$ cat src/rtl/core/ffha_pkg.sv
// Constants and types shared by the first-fit heap allocator.
package ffha_pkg;

   localparam int HEAP_BYTES      = 1024;
   localparam int GRANULE_BYTES   = 16;
   localparam int NUM_GRANULES    = HEAP_BYTES / GRANULE_BYTES;
   localparam int GRAN_SHIFT      = $clog2(GRANULE_BYTES);
   localparam int GRAN_W          = $clog2(NUM_GRANULES);
   localparam int IDX_W           = GRAN_W + 1;
   localparam int TOO_LARGE_LIMIT = HEAP_BYTES - GRANULE_BYTES;
   localparam int ADDR_W          = 10;
   localparam int BYTES_W         = 16;
   localparam int STATUS_W        = 2;

   localparam logic [STATUS_W-1:0] ST_OK        = 2'd0;
   localparam logic [STATUS_W-1:0] ST_NO_FIT    = 2'd1;
   localparam logic [STATUS_W-1:0] ST_TOO_LARGE = 2'd2;
   localparam logic [STATUS_W-1:0] ST_BAD_FREE  = 2'd3;

   localparam logic OP_ALLOC = 1'b0;
   localparam logic OP_FREE  = 1'b1;

   typedef struct packed {
      logic              start;
      logic              used;
      logic [GRAN_W-1:0] size;
   } entry_type;

   localparam entry_type ENTRY_FIRST = '{start: 1'b1, used: 1'b0,
                                         size: GRAN_W'(NUM_GRANULES - 1)};
   localparam entry_type ENTRY_CLEAR = '{start: 1'b0, used: 1'b0, size: '0};

endpackage

$ cat src/rtl/core/first_fit_heap_allocator.sv
// First-fit heap allocator with free-list coalescing over a block table.
//
// Usage: the request channel (req_) carries one operation per beat; req_tuser
// selects allocate or free. The response channel (rsp_) returns exactly one
// beat per request with a status code and, for a successful allocate, the
// payload byte offset. The block serves one request at a time and holds
// req_tready low while it works.
// Sequencing: the block table sits in a memory with one write port and a
// registered read port, and one sequencer walks it. An allocate reads and checks
// each block header in turn, then writes the rest header, if any, and the granted
// header; a too-large request goes straight to the response. A free checks its
// header and clears its used bit, then a merge pass joins free neighbours.
// Reset: the heap becomes one free block covering every granule after the
// first header; the table holds per-entry valid bits, so no clearing pass runs.
// Stalls: the result waits in an output register. A new request may be taken
// while it waits, but its own result is held back until rsp_tready frees the
// register.
module first_fit_heap_allocator (
   input  logic        clock,
   input  logic        reset,
   input  logic        req_tvalid,
   output logic        req_tready,
   input  logic [31:0] req_tdata,  // request_bytes[15:0], free_address[25:16], zero
   input  logic [0:0]  req_tuser,  // op[0]
   output logic        rsp_tvalid,
   input  logic        rsp_tready,
   output logic [15:0] rsp_tdata   // status[1:0], payload_address[11:2], zero
);

   localparam int NG  = ffha_pkg::NUM_GRANULES;
   localparam int GW  = ffha_pkg::GRAN_W;
   localparam int IW  = ffha_pkg::IDX_W;
   localparam int AW  = ffha_pkg::ADDR_W;
   localparam int GS  = ffha_pkg::GRAN_SHIFT;
   localparam int SW  = ffha_pkg::STATUS_W;
   localparam int BYTES_W_L = ffha_pkg::BYTES_W;

   localparam logic [3:0] S_IDLE      = 4'd0;
   localparam logic [3:0] S_A_RD      = 4'd1;
   localparam logic [3:0] S_A_CHK     = 4'd2;
   localparam logic [3:0] S_A_WR_REST = 4'd3;
   localparam logic [3:0] S_A_WR_HDR  = 4'd4;
   localparam logic [3:0] S_F_RD      = 4'd5;
   localparam logic [3:0] S_F_CHK     = 4'd6;
   localparam logic [3:0] S_C_RD      = 4'd7;
   localparam logic [3:0] S_C_G       = 4'd8;
   localparam logic [3:0] S_C_N       = 4'd9;
   localparam logic [3:0] S_C_CLR     = 4'd10;
   localparam logic [3:0] S_RESP      = 4'd11;

   ffha_pkg::entry_type table_ff [NG];
   ffha_pkg::entry_type rd_entry_ff;
   logic                rd_valid_ff;
   logic                rd_zero_ff;
   logic [NG-1:0]       valid_ff;

   logic [3:0]          state_ff, state_in;
   logic [IW-1:0]       g_ff, g_in;
   logic [IW-1:0]       nxt_ff, nxt_in;
   logic [IW-1:0]       rest_ff, rest_in;
   logic [GW-1:0]       need_ff, need_in;
   ffha_pkg::entry_type cur_ff, cur_in;
   ffha_pkg::entry_type rest_e_ff, rest_e_in;
   logic [SW-1:0]       status_ff, status_in;
   logic [AW-1:0]       addr_ff, addr_in;
   logic                rsp_valid_ff, rsp_valid_in;
   logic [15:0]         rsp_data_ff, rsp_data_in;

   logic                wr_en;
   logic [GW-1:0]       wr_addr;
   ffha_pkg::entry_type wr_data;
   logic [GW-1:0]       rd_addr;
   ffha_pkg::entry_type entry;

   logic [BYTES_W_L-1:0] req_bytes;
   logic [AW-1:0]        req_free;
   logic [16:0]          bytes_up;
   logic [31:0]          free_gran;
   logic [IW-1:0]        walk_nxt;
   logic [IW-1:0]        rest_idx;
   logic [31:0]          pay_full;

   assign req_bytes = req_tdata[BYTES_W_L-1:0];
   assign req_free  = req_tdata[BYTES_W_L+AW-1:BYTES_W_L];
   assign bytes_up  = 17'(req_bytes) + 17'(ffha_pkg::GRANULE_BYTES - 1);
   assign free_gran = 32'(req_free >> GS);

   assign req_tready = (state_ff == S_IDLE);
   assign rsp_tvalid = rsp_valid_ff;
   assign rsp_tdata  = rsp_data_ff;

   assign entry = rd_valid_ff ? rd_entry_ff
                : (rd_zero_ff ? ffha_pkg::ENTRY_FIRST : ffha_pkg::ENTRY_CLEAR);

   assign walk_nxt = g_ff + IW'(1) + IW'(entry.size);
   assign rest_idx = g_ff + IW'(1) + IW'(need_ff);
   assign pay_full = 32'(g_ff + IW'(1)) << GS;

   always_ff @(posedge clock) begin
      if (wr_en) begin
         table_ff[wr_addr] <= wr_data;
      end
      rd_entry_ff <= table_ff[rd_addr];
      rd_valid_ff <= valid_ff[rd_addr];
      rd_zero_ff  <= (rd_addr == '0);
   end

   always_ff @(posedge clock) begin
      if (reset) begin
         valid_ff <= '0;
      end else if (wr_en) begin
         valid_ff[wr_addr] <= 1'b1;
      end
   end

   always_comb begin
      state_in     = state_ff;
      g_in         = g_ff;
      nxt_in       = nxt_ff;
      rest_in      = rest_ff;
      need_in      = need_ff;
      cur_in       = cur_ff;
      rest_e_in    = rest_e_ff;
      status_in    = status_ff;
      addr_in      = addr_ff;
      rsp_valid_in = rsp_valid_ff & ~rsp_tready;
      rsp_data_in  = rsp_data_ff;
      wr_en        = 1'b0;
      wr_addr      = g_ff[GW-1:0];
      wr_data      = cur_ff;
      rd_addr      = g_ff[GW-1:0];

      unique case (state_ff)
         S_IDLE: begin
            if (req_tvalid) begin
               status_in = ffha_pkg::ST_OK;
               addr_in   = '0;
               g_in      = '0;
               if (req_tuser[0] == ffha_pkg::OP_ALLOC) begin
                  need_in = GW'(bytes_up >> GS);
                  if (32'(req_bytes) > 32'(ffha_pkg::TOO_LARGE_LIMIT)) begin
                     status_in = ffha_pkg::ST_TOO_LARGE;
                     state_in  = S_RESP;
                  end else begin
                     state_in = S_A_RD;
                  end
               end else begin
                  if (req_free[GS-1:0] != '0 || 32'(req_free) < 32'(ffha_pkg::GRANULE_BYTES)
                      || (free_gran - 32'd1) >= 32'(NG)) begin
                     status_in = ffha_pkg::ST_BAD_FREE;
                     state_in  = S_RESP;
                  end else begin
                     g_in     = IW'(free_gran - 32'd1);
                     state_in = S_F_RD;
                  end
               end
            end
         end
         S_A_RD: begin
            if (32'(g_ff) >= 32'(NG)) begin
               status_in = ffha_pkg::ST_NO_FIT;
               state_in  = S_RESP;
            end else begin
               state_in = S_A_CHK;
            end
         end
         S_A_CHK: begin
            if (!entry.start) begin
               status_in = ffha_pkg::ST_NO_FIT;
               state_in  = S_RESP;
            end else if (!entry.used && entry.size >= need_ff) begin
               cur_in      = entry;
               cur_in.used = 1'b1;
               addr_in     = pay_full[AW-1:0];
               rest_in     = rest_idx;
               rest_e_in   = '{start: 1'b1, used: 1'b0, size: entry.size - need_ff - GW'(1)};
               if ((IW'(entry.size) > IW'(need_ff) + IW'(1)) && (32'(rest_idx) < 32'(NG))) begin
                  cur_in.size = need_ff;
                  state_in    = S_A_WR_REST;
               end else begin
                  state_in = S_A_WR_HDR;
               end
            end else begin
               g_in     = walk_nxt;
               state_in = S_A_RD;
            end
         end
         S_A_WR_REST: begin
            wr_en    = 1'b1;
            wr_addr  = rest_ff[GW-1:0];
            wr_data  = rest_e_ff;
            state_in = S_A_WR_HDR;
         end
         S_A_WR_HDR: begin
            wr_en    = 1'b1;
            state_in = S_RESP;
         end
         S_F_RD: begin
            state_in = S_F_CHK;
         end
         S_F_CHK: begin
            if (!entry.start || !entry.used) begin
               status_in = ffha_pkg::ST_BAD_FREE;
               state_in  = S_RESP;
            end else begin
               wr_en        = 1'b1;
               wr_data      = entry;
               wr_data.used = 1'b0;
               g_in         = '0;
               state_in     = S_C_RD;
            end
         end
         S_C_RD: begin
            if (32'(g_ff) >= 32'(NG)) begin
               state_in = S_RESP;
            end else begin
               state_in = S_C_G;
            end
         end
         S_C_G: begin
            cur_in  = entry;
            nxt_in  = walk_nxt;
            rd_addr = walk_nxt[GW-1:0];
            if (!entry.start || 32'(walk_nxt) >= 32'(NG)) begin
               state_in = S_RESP;
            end else begin
               state_in = S_C_N;
            end
         end
         S_C_N: begin
            if (!entry.start) begin
               state_in = S_RESP;
            end else if (!cur_ff.used && !entry.used) begin
               wr_en        = 1'b1;
               wr_data      = cur_ff;
               wr_data.size = cur_ff.size + entry.size + GW'(1);
               state_in     = S_C_CLR;
            end else begin
               g_in     = nxt_ff;
               state_in = S_C_RD;
            end
         end
         S_C_CLR: begin
            wr_en    = 1'b1;
            wr_addr  = nxt_ff[GW-1:0];
            wr_data  = ffha_pkg::ENTRY_CLEAR;
            state_in = S_C_RD;
         end
         S_RESP: begin
            if (!rsp_valid_ff || rsp_tready) begin
               rsp_valid_in = 1'b1;
               rsp_data_in  = 16'({addr_ff, status_ff});
               state_in     = S_IDLE;
            end
         end
         default: begin
            state_in = S_IDLE;
         end
      endcase
   end

   always_ff @(posedge clock) begin
      if (reset) begin
         state_ff     <= S_IDLE;
         rsp_valid_ff <= 1'b0;
      end else begin
         state_ff     <= state_in;
         rsp_valid_ff <= rsp_valid_in;
      end
   end

   always_ff @(posedge clock) begin
      g_ff        <= g_in;
      nxt_ff      <= nxt_in;
      rest_ff     <= rest_in;
      need_ff     <= need_in;
      cur_ff      <= cur_in;
      rest_e_ff   <= rest_e_in;
      status_ff   <= status_in;
      addr_ff     <= addr_in;
      rsp_data_ff <= rsp_data_in;
   end

endmodule

$ cat config.mk
export PLATFORM = sky130hd
export DESIGN_NAME = first_fit_heap_allocator
export DESIGN_NICKNAME = d
export VERILOG_FILES = /design/src/rtl/core/ffha_pkg.sv /design/src/rtl/core/first_fit_heap_allocator.sv
export SDC_FILE = /design/constraint.sdc
export NUM_CORES = 1
export LEC_CHECK = 0
export BUFFER_PORTS_ARGS = -buffer_cell sky130_fd_sc_hd__buf_2
export CELL_PAD_IN_SITES_DETAIL_PLACEMENT = 2
export CELL_PAD_IN_SITES_GLOBAL_PLACEMENT = 2
export CORE_MARGIN = 2
export CORE_UTILIZATION = 40
export DETAILED_ROUTE_END_ITERATION = 10
export MAX_ROUTING_LAYER = met4
export PLACE_DENSITY_LB_ADDON = 0.1
export SLEW_MARGIN = 10
export SYNTH_ARGS = -nofsm -noshare
export SYNTH_HDL_FRONTEND = slang
export SYNTH_SLANG_ARGS = --single-unit
$ cat constraint.sdc
create_clock -name clock -period 7.7 [get_ports clock]
set_clock_uncertainty 0.2 [all_clocks]
set_input_delay 0.77 -clock clock [delete_from_list [all_inputs] [get_ports clock]]
set_output_delay 0.77 -clock clock [all_outputs]
set_load 0.01 [all_outputs]
# After elaboration in Yosys (flattened, before gate mapping)
# Memory sizes are Yosys's and may differ from the RTL's. A register that Yosys moved wholly into a read port is not among the register bits.
# Cells that the tools add are included.
word_totals:
  regBits: 135
  mem_bits_rw: 512
  memories: 1
mem_list:
  columns: ["memory", "words", "width", "rd", "rd_clocked_by_memory_dff", "write_ports", "line_no", "text"]
  rows:
  - ["table_ff", 64, 8, 1, 1, 1, "first_fit_heap_allocator.sv:51", "ffha_pkg::entry_type table_ff [NG];"]
classes:
  n_addsub: 11
  magnitude_cmp: 11
  eq_ne: 22
  n_mux: 60
  n_bitwise: 4
  reduce_logical: 29
op_table:
  columns: ["cell", "count"]
  rows:
  - ["$or A64 B64 Y64", 1]
  - ["$mux W7", 8]
  - ["$pmux W4 S12", 1]
  - ["$mux W4", 11]
  - ["$mux W8", 5]
  - ["$ge A32 B7 Y1 const B", 1]
  - ["$pmux W8 S4", 1]
  - ["$mux W10", 3]
  - ["$pmux W7 S4", 1]
  - ["$mux W6", 4]
  - ["$ne A2 B2 Y1 const B", 11]
  - ["$pmux W10 S2", 1]
  - ["$mux W2", 9]
  - ["$eq A4 B3 Y1 const B", 4]
  - ["$eq A4 B4 Y1 const B", 4]
  - ["$gt A16 B10 Y1 const B", 1]
  - ["$pmux W8 S2", 1]
  - ["$add A7 B6 Y7", 2]
  - ["$ge A7 B7 Y1 const B", 2]
  - ["$lt A6 B7 Y1 const B", 2]
  - ["$add A6 B1 Y6 const B", 2]
  - ["$pmux W6 S2", 1]
  - ["$reduce_bool A4 Y1", 3]
  - ["$add A10 B4 Y10 const B", 1]
  - ["33 further kinds", 57]

# Depth between registers and ports, before layout
# Gate-level depths: netlist of the first run.
depth:
  word_depth: 9
  mapped_depth: 17
  mapped_depth_nobuf: 12

# Worst setup path before layout of the first run
# Ideal clock, no wire load.
synth_path:
  path_type: "reg-to-reg"
  from: "register rd_valid_ff"
  to: "memory table_ff[0][3] (netlist bit), data pin"
  t_arrival_ps: 3806
  t_required_ps: 6933
  path_slack_ps: 3127
  stages_incl_launch_ff: 11
  path_cell_list: "dfxtp_1 clkbuf_1 nor2b_1 a21oi_1 inv_1 ha_1 nor2b_1 o21ai_0 a21oi_1 nand2b_1 o221ai_1"
synth_rtl:
  columns: ["element", "line_no", "text"]
  rows:
  - ["start: declaration", "first_fit_heap_allocator.sv:53", "logic rd_valid_ff;"]
  - ["start signal: assignment", "first_fit_heap_allocator.sv:104", "rd_valid_ff <= valid_ff[rd_addr];"]
  - ["end: declaration", "first_fit_heap_allocator.sv:51", null]

# Worst setup path in the final report of the first run
layout_path:
  from: "register rd_valid_ff"
  to: "register rd_entry_ff[2] (netlist name)"
layout_between:
  elab_chain_len: 3
layout_lines:
  columns: ["element", "line_no", "text"]
  rows:
  - ["$mux W8", "first_fit_heap_allocator.sv:92", "assign entry = rd_valid_ff ? rd_entry_ff"]
  - ["$add A7 B6 Y7", "first_fit_heap_allocator.sv:95", "assign walk_nxt = g_ff + IW'(1) + IW'(entry.size);"]
  - ["net walk_nxt[2]", "first_fit_heap_allocator.sv:79", "logic [IW-1:0] walk_nxt;"]
  - ["$mux W6", "first_fit_heap_allocator.sv:133", "unique case (state_ff)"]
# The timed path passes the listed nets, and every way through them passes these cells.
# A chain may end at the register's enable or synchronous reset.

==> results of run 1 <==
==> sequential cells by signal (all words and copies together) (netlist names) <==
| name | cells |
|---|---|
| rest_ff | 6 |
| table_ff | 512 |
| nxt_ff | 7 |
| state_ff | 4 |
| rd_zero_ff | 1 |
| status_ff | 2 |
| g_ff | 7 |
| rest_e_ff | 6 |
| cur_ff | 8 |
| rd_entry_ff | 8 |
| addr_ff | 6 |
| rd_valid_ff | 1 |
| valid_ff | 64 |
| rsp_tdata | 8 |
| rsp_tvalid | 1 |
| need_ff | 6 |
==> cell type report <==
type / instances / area [sq um]
fill: 6647 / 37430
tap: 931 / 1165
multi-input combinational: 1307 / 8393
sequential: 647 / 18640
clock buffer: 94 / 1947
timing repair buffer: 69 / 455.4
inverter: 38 / 143.9
clock inverter: 34 / 411.6
antenna: 1 / 2.502
==> cells in the mapped netlist, drive strengths merged, types with 12 or more instances <==
cell type	count
nand2b	13
o22ai	49
inv	37
mux2	54
o21ai	41
mux4	12
a21oi	252
and2	34
nand3	36
a32oi	31
and3	15
dfxtp	79
edfxtp	568
nand2	231
a31oi	12
nor4	14
nor2	167
xnor2	21
a2111oi	13
buf	68
nor3	17
a22oi	36
ha	35
mux2i	48
clkbuf	65
a22o	15
or4	21
==> routing by layer <==
metal	global-route usage	vias up	part of all wire
met5	-	-	0
met4	0.08442	0	0.032
met3	0.03395	150	0.040
met2	0.4351	439	0.50
met1	0.3263	9665	0.43
li1	-	8100	-
==> per-stage QoR <==
stage	hold slack (ns)	instance area, sq um	utilization	std cells
6_report	0.2134	31160	0.4543	3121
5_1_grt	0.2315	31150	0.4542	3120
4_1_cts	0.2173	31150	0.4542	3120
3_5_place_dp	0.2062	28800	0.4198	2992
3_3_place_gp	0.2032	28800	0.4198	2992
2_1_floorplan	0.2003	27700	-	2125
==> worst max path at each step <==
stage | from | to | slack [ns] | depth (start not counted)
6_report | rd_valid_ff | rd_entry_ff[2] | 1.96 | 12
5_1_grt | rd_valid_ff | rd_entry_ff[1] | 1.52 | 12
4_1_cts | rd_valid_ff | rd_entry_ff[1] | 1.88 | 12
3_5_place_dp | rd_valid_ff | rd_entry_ff[4] | 1.95 | 12
3_3_place_gp | rd_valid_ff | rd_entry_ff[2] | 2.17 | 12
2_1_floorplan | rd_valid_ff | table_ff[0][3] | 3.13 | 10
==> power by group <==
part           switching (mW)  internal (mW)  leakage (nW)
logic                    4.81           1.91          3.54
clock network            1.44           2.06          1.15
registers               0.183           4.57          5.77
total                    6.43           8.54          10.5
==> layout by cell type (no fill, tap or decap), drive strengths merged, types with 41 or more instances in the layout <==
cell	netlist	final
a21oi	252	252
inv	37	41
mux2i	48	48
o22ai	49	49
nand2	231	231
nor2	167	167
clkbuf	65	94
dfxtp	79	79
o21ai	41	41
edfxtp	568	568
buf	68	69
mux2	54	54
==> kinds of logic after synthesis <==
logic type                 count (synthesis)
xor gates and xnor gates                  31
muxes                                    114
adders and majority gates                 39
other                                      1
DFF                                      647
buffers and inverters                    171
and+or+nand+nor                          587
AOI/OAI and AO/OA                        528
==> worst reg2reg max path, stage by stage, from the launching register on <==
cell                      delay [ns]
sky130_fd_sc_hd__dfxtp_1        0.56
sky130_fd_sc_hd__nor2b_1        0.15
sky130_fd_sc_hd__a21oi_1        0.64
sky130_fd_sc_hd__inv_1          0.23
sky130_fd_sc_hd__ha_1           0.28
sky130_fd_sc_hd__fa_1           0.41
sky130_fd_sc_hd__xor2_1         0.52
sky130_fd_sc_hd__mux2_8         0.70
sky130_fd_sc_hd__nand3_2        0.77
sky130_fd_sc_hd__o22ai_1        0.40
sky130_fd_sc_hd__nor4_1         0.08
sky130_fd_sc_hd__o21ai_0        0.49
sky130_fd_sc_hd__nand4_1        0.16
==> reports/results.ini, run 1 <==
[worst_setup_path]
cpMaxStageDelayCell=sky130_fd_sc_hd__mux2_8
worst_path_largest_cell_delay_ns=0.70
path_buf_inv=1
crit-reg2reg-launch=rd_valid_ff
crit_family=compound AO/OA/AOI/OAI gates
crit_path_cell_trace=nor2b_1, a21oi_1, inv_1, ha_1, fa_1, xor2_1, mux2_8, nand3_2, o22ai_1, nor4_1, o21ai_0, nand4_1
critical_path_class=flip-flop to flip-flop
path_depth_of_the_worst_reg2reg_path=12
critical_path.endpoint_type=flip-flop
arrival_ns=6.00
reg2reg_slack_ns=1.96
critical_path_peak_fanout=75
timing.rr.end=rd_entry_ff[2]
critical_path.startpoint_type=flip-flop
critical_path_data_required_time_ns=7.95

[synthesis]
synth_xor_xnor_area_share=0.009811
post_synth_num_cell_types=79
mean_syn_cell_area_sq_um=13.07
ys_seq_area_frac=0.6734
post-synth-top-area-cell=sky130_fd_sc_hd__edfxtp_1
post-synth-top-area-fraction=0.6163
synth_async_sr_flop_share=0
synth.yosys.warnings=0
yosys-top-cells-area=sky130_fd_sc_hd__edfxtp_1, sky130_fd_sc_hd__dfxtp_1, sky130_fd_sc_hd__a21oi_1
synth-main-ff-cell=sky130_fd_sc_hd__edfxtp_1
synth_compound_gate_area_share=0.1203
largest_family_of_logic_cells_by_synthesized_area=compound AO/OA/AOI/OAI gates
post_synth_fa_ha_maj_area_fraction=0.01872
post_synth_and_or_nand_nor_area_fraction=0.09797
synth_edf_count=568
synthMuxAreaShare=0.04982
ys_seq_elements=647
syn_inst=2118
syn-cell-area_sq_um=27680

[grt]
number_of_antenna_violations_at_the_first_check_in_global_routing=1
grtUsageTotal=0.2594
grt.overflow.total=0
grt_start_max_net_pins=107
first_global_vias=19830
wire_length_of_the_first_global_routing_pass_microns=131700

[clocking]
cts-hold-fix-buffers=0
path_clk_slew_ns=0.06
clock_tree_from_tritoncts=done
cts.path.max_buffers=3
tritoncts.num_buffers=72
cts_resized=0
post_cts.repair.setup_buffers=0
clock_latency_ns=0.62
htreeDepth=3
root_buffer=sky130_fd_sc_hd__clkbuf_16
clock-sinks=647

[sta]
min_period_ns=5.744
worst-slew-pin-transition_ns=1.132
final.setup.tns_ns=0
relSlewSlack=0.2396
final_hold_vios=0
grt_setup_unrepaired=no
finalSetupViolCount=0
count_of_pins_over_their_slew_limit=0
achievable-frequency_mhz=174.1
final.setup.worst_slack_ns=1.956
timing.final.crit_share=0.7460

[final_layout]
areaGrowthSynthToFinish_pct=12.58
design.final.nets=2211
post_route_cells_drive_above_1_share=0.1110

[routing]
remaining_drc_errors=0
route.vias.total=18350
first_iter_violations=1468
ant_nets=0
dr_vias_cell=5.881
wirelength_microns=88580
post_detailed_route_wirelength_per_cell_microns=28.38
firstDrtPassIters=5

[die]
core-area_sq_um=68590
y_dimension_of_the_die_microns=267.0
effective_utilization_at_floorplan=0.4035
dieArea_sq_um=71310
placementRows=96
io-pin-count=55
dieWidth_microns=267.0

[min_path]
worstHoldPathType=flip-flop to flip-flop
hold_path_end=rsp_tdata[7]
hp-start=addr_ff[5]
worst_hold_path_cells=0

[run]
maxCapViolCount=0

[power_and_ir_drop]
leakagePower_nw=10.46
total_power_mw=14.98
p_per_area_nw_per_um2=480.7
max-vdd-ir-drop_mv=0.3592

[placement]
dpl.hpwl_microns=54740
port_buffers=40
place_worst_setup_slack_ns=1.953
gp_congestion=0.8355

[outcome]
run_status=finished clean

Note: power is estimated with default switching activity, not from simulation.
==> run 2: changes to the inputs <==
Clock period 7.7 ns to 5.7 ns, I/O delays scaled along.
==> run 2 against run 1 <==
  * Largest power group unchanged
  * Die area stayed put
  * Largest cell class unchanged
  * Fmax is 16% higher
  * Sequential power up 35%
  * Core utilization grew 0.68 points
  * Via count up 0.57%
  * Cell count grew 2.0%
  * Register-to-register slack got worse by 1.2 ns
  * Highest routed layer unchanged
==> reports/results.ini, run 2 (same netlist as run 1, synthesis figures left out) <==
[final_layout]
number_of_antenna_diodes=0  ; -1
largest_register=table_ff
mostFrequentLayoutCell=sky130_fd_sc_hd__edfxtp_1
layout.cells.most_common_list=sky130_fd_sc_hd__edfxtp_1, sky130_fd_sc_hd__a21oi_1, sky130_fd_sc_hd__nand2_1, sky130_fd_sc_hd__nor2_1, sky130_fd_sc_hd__buf_4
post_route_cells_drive_above_1_share=0.1314  ; +0.02037
largest_register_ffs=512  ; unchanged
utilization=0.4611  ; +0.006787
regs_by_ff_count=table_ff (512), valid_ff (64)
areaGrowthSynthToFinish_pct=14.26
nFillCells=6615  ; -0.48%
design.final.nets=2271  ; +2.7%

[run]
maxCapViolCount=0  ; unchanged

[clocking]
path_clk_slew_ns=0.06  ; about the same
clock_tree_from_tritoncts=done
tritoncts.num_buffers=73  ; +1.4%
clock-sinks=647  ; unchanged
root_buffer=sky130_fd_sc_hd__clkbuf_16
cts.path.max_buffers=3  ; unchanged
cts_resized=0  ; unchanged
htreeDepth=3  ; unchanged
post_cts.repair.setup_buffers=0  ; unchanged
clock_latency_ns=0.64  ; +0.02 ns
cts-hold-fix-buffers=0  ; unchanged

[power_and_ir_drop]
share_clk_of_total_power=0.226  ; -0.008
max-vdd-ir-drop_mv=0.3963  ; +10%
share_seq_of_total_power=0.309  ; -0.008
comb_pwr_share=0.465  ; +0.016
p_sw_frac=0.4310  ; +0.001419
p_per_area_nw_per_um2=653.0  ; +36%
p_switching_mw=8.899  ; +38%
leakagePower_nw=10.75  ; +2.8%
power_report.internal_total_mw=11.75  ; +38%

[routing]
first_iter_violations=1443  ; -1.7%
dr_vias_cell=5.797  ; -1.4%
remaining_drc_errors=0  ; unchanged
firstDrtPassIters=7  ; +2
ant_nets=0  ; unchanged
route.vias.total=18460  ; +0.57%
wirelength_microns=90570  ; +2.2%
post_detailed_route_wirelength_per_cell_microns=28.45  ; +0.23%

[sta]
grt_setup_unrepaired=no
worst-slew-pin-transition_ns=1.107  ; -0.02513 ns
achievable-frequency_mhz=202.3  ; +16%
count_of_pins_over_their_slew_limit=0  ; unchanged
whs_ns=0.07148  ; -0.1419 ns
relSlewSlack=0.2622  ; +0.02256
final_hold_vios=0  ; unchanged
final.setup.tns_ns=0  ; unchanged
min_period_ns=4.944  ; -0.8002 ns
final.setup.worst_slack_ns=0.7560  ; -1.200 ns
finalSetupViolCount=0  ; unchanged
timing.final.crit_share=0.8674  ; +0.1214

[worst_setup_path]
critical_path_class=flip-flop to flip-flop
arrival_ns=5.26  ; -0.74 ns
critical_path.endpoint_type=flip-flop
critical_path_peak_fanout=16  ; -79%
critical_path_data_required_time_ns=6.02  ; -1.93 ns
critical_path.startpoint_type=flip-flop

[placement]
dpl.hpwl_microns=58100  ; +6.1%
port_buffers=40  ; unchanged
place_worst_setup_slack_ns=0.7583  ; -1.195 ns
gp_congestion=0.8796  ; +5.3%

[grt]
first_global_vias=20210  ; +1.9%
wire_length_of_the_first_global_routing_pass_microns=133800  ; +1.6%
grtUsageTotal=0.2636  ; +0.004200
grt.overflow.total=0  ; unchanged
grt_start_max_net_pins=70  ; -35%
number_of_antenna_violations_at_the_first_check_in_global_routing=2  ; +1

[die]
placementRows=96  ; unchanged
core-area_sq_um=68590  ; unchanged
dieWidth_microns=267.0  ; unchanged
y_dimension_of_the_die_microns=267.0  ; unchanged
io-pin-count=55  ; unchanged
effective_utilization_at_floorplan=0.4035  ; unchanged
dieArea_sq_um=71310  ; unchanged

[outcome]
run_status=finished clean

[min_path]
worstHoldPathType=input pin to flip-flop

[run 2: final timing paths]
check	start	endpoint	slack, ns	cells past startpoint
max	rd_valid_ff	rd_entry_ff[5]	0.76	12
min	rsp_tready	rsp_tvalid	0.07	3
max reg2reg	rd_valid_ff	rd_entry_ff[5]	0.76	12
min reg2reg	addr_ff[6]	rsp_tdata[8]	0.22	0
[run 2: area by class of cell]
type	count	area, sq um	share of cell area
multi-input cells	1307	8383	0.2651
inverters	38	143.9	0.004550
clock inverters	33	349.1	0.01104
clock buffers	100	1994	0.06307
flip-flops and latches	647	18640	0.5894
repair buffers	128	948.4	0.02999
well taps	931	1165	0.03684
[run 2: power by group through the flow]
| stage | clock network, mW | logic (mW) | registers [mW] |
|---|---|---|---|
| 6_report | 4.66 | 9.60 | 6.39 |
| 5_1_grt | 4.91 | 10.3 | 6.42 |
| 4_1_cts | 4.75 | 9.65 | 6.39 |
| 3_5_place_dp | 0 | 9.52 | 6.48 |
| 3_3_place_gp | 0 | 9.13 | 6.45 |
| 2_1_floorplan | 0 | 5.67 | 6.40 |
[run 2: per-layer routing]
metal  part of all wire  wire, microns  global-route usage  vias to the layer above
met5                  0              0                   -                        -
met4              0.036           3247             0.09110                        0
met3              0.037           3387             0.03072                      163
met2               0.50          45380              0.4455                      404
met1               0.43          38560              0.3292                     9692
li1                   -              -                   -                     8199
[run 2: through the flow]
stage | cells | total power [mW] | area [sq um]
global route | 3184 | 21.59 | 31620
detailed placement | 3051 | 16.00 | 29280
CTS | 3184 | 20.79 | 31620
finish | 3184 | 20.65 | 31620
global placement | 3051 | 15.58 | 29280
floorplan | 2125 | 12.08 | 27700
[run 2: critical path, cell delays in order (launching register included)]
cell	delay, ns
sky130_fd_sc_hd__dfxtp_1	0.55
sky130_fd_sc_hd__nor2b_1	0.13
sky130_fd_sc_hd__a21oi_1	0.49
sky130_fd_sc_hd__inv_1	0.37
sky130_fd_sc_hd__ha_1	0.37
sky130_fd_sc_hd__a211oi_1	0.49
sky130_fd_sc_hd__o21bai_1	0.27
sky130_fd_sc_hd__and2_1	0.27
sky130_fd_sc_hd__a21o_1	0.30
sky130_fd_sc_hd__buf_4	0.26
sky130_fd_sc_hd__nor4_1	0.56
sky130_fd_sc_hd__o21ai_1	0.28
sky130_fd_sc_hd__nand4_1	0.26
